==> src/hdl/assert_macros.svh <==
// Assertion helpers used by timed_event_slot_queue.
`ifndef ASSERT_MACROS_SVH
`define ASSERT_MACROS_SVH

// Check on every clock edge outside reset.
`define TESQ_ASSERT(lbl, prop) \
  lbl: assert property (@(posedge clk_i) disable iff (!rst_ni) (prop)) \
    else $error("tesq assertion failed");

// Check on every clock edge, reset included.
`define TESQ_ASSERT_ALWAYS(lbl, prop) \
  lbl: assert property (@(posedge clk_i) (prop)) \
    else $error("tesq assertion failed");

`endif

==> src/hdl/tesq_pkg.sv <==
`timescale 1ns / 1ps

package tesq_pkg;

  localparam int unsigned IDX_W = 6;
  localparam int unsigned PROD_W = 26;
  localparam logic [9:0] US_PER_MS = 10'd1000;

  typedef logic [IDX_W-1:0] slot_idx_t;

  typedef enum logic [1:0] {
    CMD_ENQ   = 2'd0,
    CMD_DEQ   = 2'd1,
    CMD_PEEK  = 2'd2,
    CMD_CLEAR = 2'd3
  } cmd_e;

  typedef struct packed {
    cmd_e        cmd;
    logic [63:0] start_time;
    logic [7:0]  channel;
    logic [7:0]  strength;
    logic [15:0] duration_ms;
    logic [15:0] drive_freq;
  } req_t;

  typedef struct packed {
    logic        ok;
    logic [63:0] evt_time;
    logic [7:0]  evt_channel;
    logic [7:0]  evt_strength;
    logic [15:0] evt_freq;
    logic        evt_is_on;
    logic [4:0]  occupied;
    logic        is_empty;
  } rsp_t;

  // Search token handed from cell to cell.
  typedef struct packed {
    logic        found;
    logic [63:0] evt_time;
    logic [31:0] payload;
    logic        is_on;
    slot_idx_t   idx_k;
    logic        free_a;
    slot_idx_t   idx_a;
    logic        free_b;
    slot_idx_t   idx_b;
  } tok_t;

  // Update broadcast to all cells at the end of a sweep.
  typedef struct packed {
    logic        wr_a;
    logic        wr_b;
    logic        free;
    logic        clr;
    slot_idx_t   idx_a;
    slot_idx_t   idx_b;
    slot_idx_t   idx_k;
    logic [63:0] time_a;
    logic [63:0] time_b;
    logic [31:0] pay_a;
    logic [31:0] pay_b;
  } commit_t;

endpackage

==> src/hdl/tesq_cell.sv <==
`timescale 1ns / 1ps

module tesq_cell #(
  parameter int unsigned IDX = 0
) (
  input  logic              clk_i,
  input  logic              rst_ni,
  input  logic              tok_vld_i,
  input  tesq_pkg::tok_t    tok_i,
  output logic              tok_vld_o,
  output tesq_pkg::tok_t    tok_o,
  input  tesq_pkg::commit_t cmt_i
);
  import tesq_pkg::*;

  localparam slot_idx_t MyIdx = slot_idx_t'(IDX);

  logic        valid_q;
  logic [63:0] time_q;
  logic [31:0] pay_q;
  logic        on_q;
  logic        tok_vld_q;
  tok_t        tok_q;
  tok_t        tok_d;

  always_comb begin
    tok_d = tok_i;
    if (valid_q && (!tok_i.found || (time_q < tok_i.evt_time))) begin
      tok_d.found    = 1'b1;
      tok_d.evt_time = time_q;
      tok_d.payload  = pay_q;
      tok_d.is_on    = on_q;
      tok_d.idx_k    = MyIdx;
    end
    if (!valid_q) begin
      if (!tok_i.free_a) begin
        tok_d.free_a = 1'b1;
        tok_d.idx_a  = MyIdx;
      end else if (!tok_i.free_b) begin
        tok_d.free_b = 1'b1;
        tok_d.idx_b  = MyIdx;
      end
    end
  end

  always_ff @(posedge clk_i or negedge rst_ni) begin
    if (!rst_ni) begin
      valid_q   <= 1'b0;
      tok_vld_q <= 1'b0;
    end else begin
      tok_vld_q <= tok_vld_i;
      if (cmt_i.clr) begin
        valid_q <= 1'b0;
      end else if (cmt_i.wr_a && (cmt_i.idx_a == MyIdx)) begin
        valid_q <= 1'b1;
      end else if (cmt_i.wr_b && (cmt_i.idx_b == MyIdx)) begin
        valid_q <= 1'b1;
      end else if (cmt_i.free && (cmt_i.idx_k == MyIdx)) begin
        valid_q <= 1'b0;
      end
    end
  end

  always_ff @(posedge clk_i) begin
    if (tok_vld_i) begin
      tok_q <= tok_d;
    end
    if (cmt_i.wr_a && (cmt_i.idx_a == MyIdx)) begin
      time_q <= cmt_i.time_a;
      pay_q  <= cmt_i.pay_a;
      on_q   <= 1'b1;
    end else if (cmt_i.wr_b && (cmt_i.idx_b == MyIdx)) begin
      time_q <= cmt_i.time_b;
      pay_q  <= cmt_i.pay_b;
      on_q   <= 1'b0;
    end
  end

  assign tok_vld_o = tok_vld_q;
  assign tok_o     = tok_q;

endmodule

==> config.mk <==
export PLATFORM = sky130hd
export DESIGN_NAME = tesq_cell
export DESIGN_NICKNAME = d
export VERILOG_FILES = /design/src/hdl/assert_macros.svh /design/src/hdl/tesq_pkg.sv /design/src/hdl/tesq_cell.sv
export SDC_FILE = /design/constraint.sdc
export NUM_CORES = 1
export LEC_CHECK = 0
export ABC_CLOCK_PERIOD_IN_PS = 2900
export BUFFER_PORTS_ARGS = -buffer_cell sky130_fd_sc_hd__buf_4
export CORE_MARGIN = 4
export CORE_UTILIZATION = 35
export DETAILED_ROUTE_END_ITERATION = 10
export GPL_TIMING_DRIVEN = 1
export SYNTH_ARGS = -nofsm -noshare
export SYNTH_HDL_FRONTEND = slang
export SYNTH_SLANG_ARGS = --single-unit
==> constraint.sdc <==
create_clock -name clk_i -period 2.9 [get_ports clk_i]
set_input_delay 0.58 -clock clk_i [delete_from_list [all_inputs] [get_ports clk_i]]
set_output_delay 0.58 -clock clk_i [all_outputs]
set_load 0.05 [all_outputs]
==> metrics.cfg <==
[clock_network]
ctsHtreeMaxLevel = 1
clock_sinks = 217
cts_buffer_depth = 3
path_clk_slew_ps = 60
cts_root_buffer = sky130_fd_sc_hd__clkbuf_16
clk_latency_ps = 530
tritoncts = done
numCtsBuffers = 26

[floorplanning]
num_io_pins = 454
chipHeight_um = 185.0
dieWidth_um = 185.0
core_area_um2 = 30750
row_count = 64
floorplan.initialDensity_pct = 35.67
fp.dieArea_um2 = 34230

[critical_path]
nature_of_the_critical_path_startpoint = register
cp_max_fo = 5
worst_r2r_startpoint = time_q[10]
critical-path-max-stage-delay_ps = 540
critPathCaptureType = register
classification_of_the_worst_setup_path = register to register
path_cells = ha_4 -> and4_4 -> nand2_1 -> or4_4 -> o2111ai_4 -> a211oi_4 -> a32oi_4 -> buf_4 -> buf_6 -> clkbuf_16 -> mux2_2
worst_setup_path_startpoint = time_q[10]
arr_time_crit_path_ps = 3400
crit_required_ps = 3180
cpMaxStageDelayCell = sky130_fd_sc_hd__or4_4

[yosys]
asyncSetResetFlopFracSynth_pct = 0.9217
synthesis.yosys.warnings = 0
synth_enable_flop_cells = 214
netlist_area_um2 = 10970
net_count_after_synthesis = 1096
ys_dominant_reg_cell = sky130_fd_sc_hd__edfxtp_1
gate_count_post_synth = 698
ys_types = 44
ys_seq_area_share_pct = 59.23
syn-mean-instance-area_um2 = 15.71
synth_seq_cells = 217

[min_path]
worst_hold_startpoint = cmt_i[210]
hold_path.class = primary input to register

[cells_and_area]
drive_gt1_share_pct = 63.23
antennaDiodeCount = 0
layout.area.seq_um2 = 6496
fin_area_um2 = 16650
layout_common_cells = sky130_fd_sc_hd__buf_4 (499), sky130_fd_sc_hd__edfxtp_1 (214), sky130_fd_sc_hd__mux2_2 (112)
multi_input_comb_area_um2 = 4343
finalNetCount = 1629
final_common_cell = sky130_fd_sc_hd__buf_4
syn_to_final_growth_pct = 51.78
final_instance_count_without_filler_cells = 1647
final.fill_count = 2625
finalCoreUtilization_pct = 54.14

[sta]
setup_violations = 101
setup_tns_ps = -14120
final.setup_skew_ps = 12.32
final_worst_path_period_share_pct = 107.4
setup_ws_ps = -213.9
timing_worst_slew_pin_value_ps = 709.0
max_clock_freq_ghz = 0.3211
rsz0062_at_grt = yes
whs_ps = 198.3
finalCriticalPeriod_ps = 3114
number_of_endpoints_with_negative_hold_slack_in_the_final_report = 0
final_max_slew_viol_count = 0
timing.slew.headroom_pct = 52.74

[power_and_ir_drop]
design_power_total_mw = 8.100
power.ir.vdd_worst_mv = 0.4385
power.sequential.fraction_pct = 44.8
static-leakage-power_nw = 7.472
power.internal_mw = 6.117
clock_power_share_pct = 38.0
power.density_nw_per_um2 = 486.6
p_switching_mw = 1.984
power.combinational.fraction_pct = 17.2
power_switching_share_pct = 24.49

[detailed_routing]
detail_route.first_pass.iterations = 4
vias = 7584
drt_iter0_markers = 245
wire_per_inst_um = 19.68
via_to_cell_ratio = 4.605
drtAntennaViolNets = 0
drc = 0
routed_wl_um = 32410

[outcome]
run_status = complete, but fails checks
failing_checks = negative setup slack

[grt]
via_count_of_the_first_global_routing_pass = 7878
grt_max_degree = 68
gr-usage-all-layers_pct = 17.42
grt_first_pass_wirelength_um = 45280
antenna_found_initial = 0
grt_remaining_overflow = 0

[placement]
buffer_ports.inserted = 453
dp_worst_setup_slack_ps = -747.0
detailed_place_hpwl_um = 25050
post_dp_cell_area_um2 = 15220
gp_routability_congestion = 0.7679
placed_cells = 1576

[job]
drv_cap = 0

[cell usage after synthesis (6+ instances only)]
master | instances | area, µm²
sky130_fd_sc_hd__clkbuf_1 | 9 | 33.78
sky130_fd_sc_hd__edfxtp_1 | 214 | 6426
sky130_fd_sc_hd__nand3_1 | 6 | 30.03
sky130_fd_sc_hd__nand4_1 | 12 | 75.07
sky130_fd_sc_hd__mux2_4 | 64 | 960.9
sky130_fd_sc_hd__a21oi_1 | 25 | 125.1
sky130_fd_sc_hd__buf_12 | 6 | 120.1
sky130_fd_sc_hd__o21ai_0 | 9 | 45.04
sky130_fd_sc_hd__mux2_2 | 129 | 1453
sky130_fd_sc_hd__ha_1 | 63 | 788.3
sky130_fd_sc_hd__inv_1 | 70 | 262.8
sky130_fd_sc_hd__and2_1 | 6 | 37.54
sky130_fd_sc_hd__nand2_1 | 19 | 71.32
sky130_fd_sc_hd__nor2b_1 | 13 | 81.33
[path summary, 6_finish.rpt]
check | end | slack, ps | cells after the start
hold / removal | valid_q | 200 | 2
hold reg to reg | on_q | 440 | 2
max in group asynchronous | tok_vld_o | 2420 | 2
min in group asynchronous | valid_q | 390 | 2
setup / recovery | tok_o[48] | -210 | 11
setup reg to reg | tok_o[48] | -210 | 11
[area by class of cell]
class,instances,area share (%)
well taps,396,2.976
repair buffers,526,25.46
inverters,70,1.578
multi-input cells,390,26.09
clock inverters,8,0.4660
clock buffers,40,4.404
flip-flops and latches,217,39.02
[power by group through the flow]
stage | Combinational, mW | Sequential, mW | Clock (mW)
2_1_floorplan | 0.324 | 4.04 | 0
3_3_place_gp | 1.33 | 3.70 | 0
3_5_place_dp | 1.34 | 3.70 | 0
4_1_cts | 1.39 | 3.63 | 3.15
5_1_grt | 1.48 | 3.64 | 3.32
6_report | 1.39 | 3.63 | 3.07
[sequential cells by signal (all words and copies together), names as in the netlist]
| register | cells |
|---|---|
| tok_vld_o | 1 |
| tok_o | 118 |
| time_q | 64 |
| pay_q | 32 |
| valid_q | 1 |
| on_q | 1 |
[worst max-delay path, delay by kind of cell, from the launching register on]
kind | cells | cell delay [ps]
flops | 1 | 430
compound gates | 3 | 500
buf+inv | 3 | 430
fa+ha+maj | 1 | 300
mux | 1 | 320
simple gates | 3 | 880
[kinds of logic after synthesis]
| logic type | count (synthesis) | share of synthesized area [%] |
|---|---|---|
| mux | 193 | 22.01 |
| compound gates | 52 | 3.057 |
| fa+ha+maj | 63 | 7.187 |
| buf+inv | 91 | 4.278 |
| flops | 217 | 59.23 |
| simple gates | 82 | 4.244 |
[layer usage]
metal  track usage (%)  share of wire [%]  up-vias
li1                  -                  -     3712
met1             20.51                 38     3611
met2             32.36                 54      228
met3             4.065                6.3       33
met4             3.787                1.6        0
met5                 0                  0        -
[repair_timing]
| action | 4_1_cts | 5_1_grt |
|---|---|---|
| cloned | 4 | 3 |
| hold buffers | 1 | 0 |
| buffers inserted | 10 | 11 |
| endpoints found under the hold margin | 2 | 0 |
| pin swaps | 4 | 13 |
| resized for setup | 47 | 27 |
| endpoints found under the setup margin | 103 | 103 |
Power figures use the tool's default switching activity.
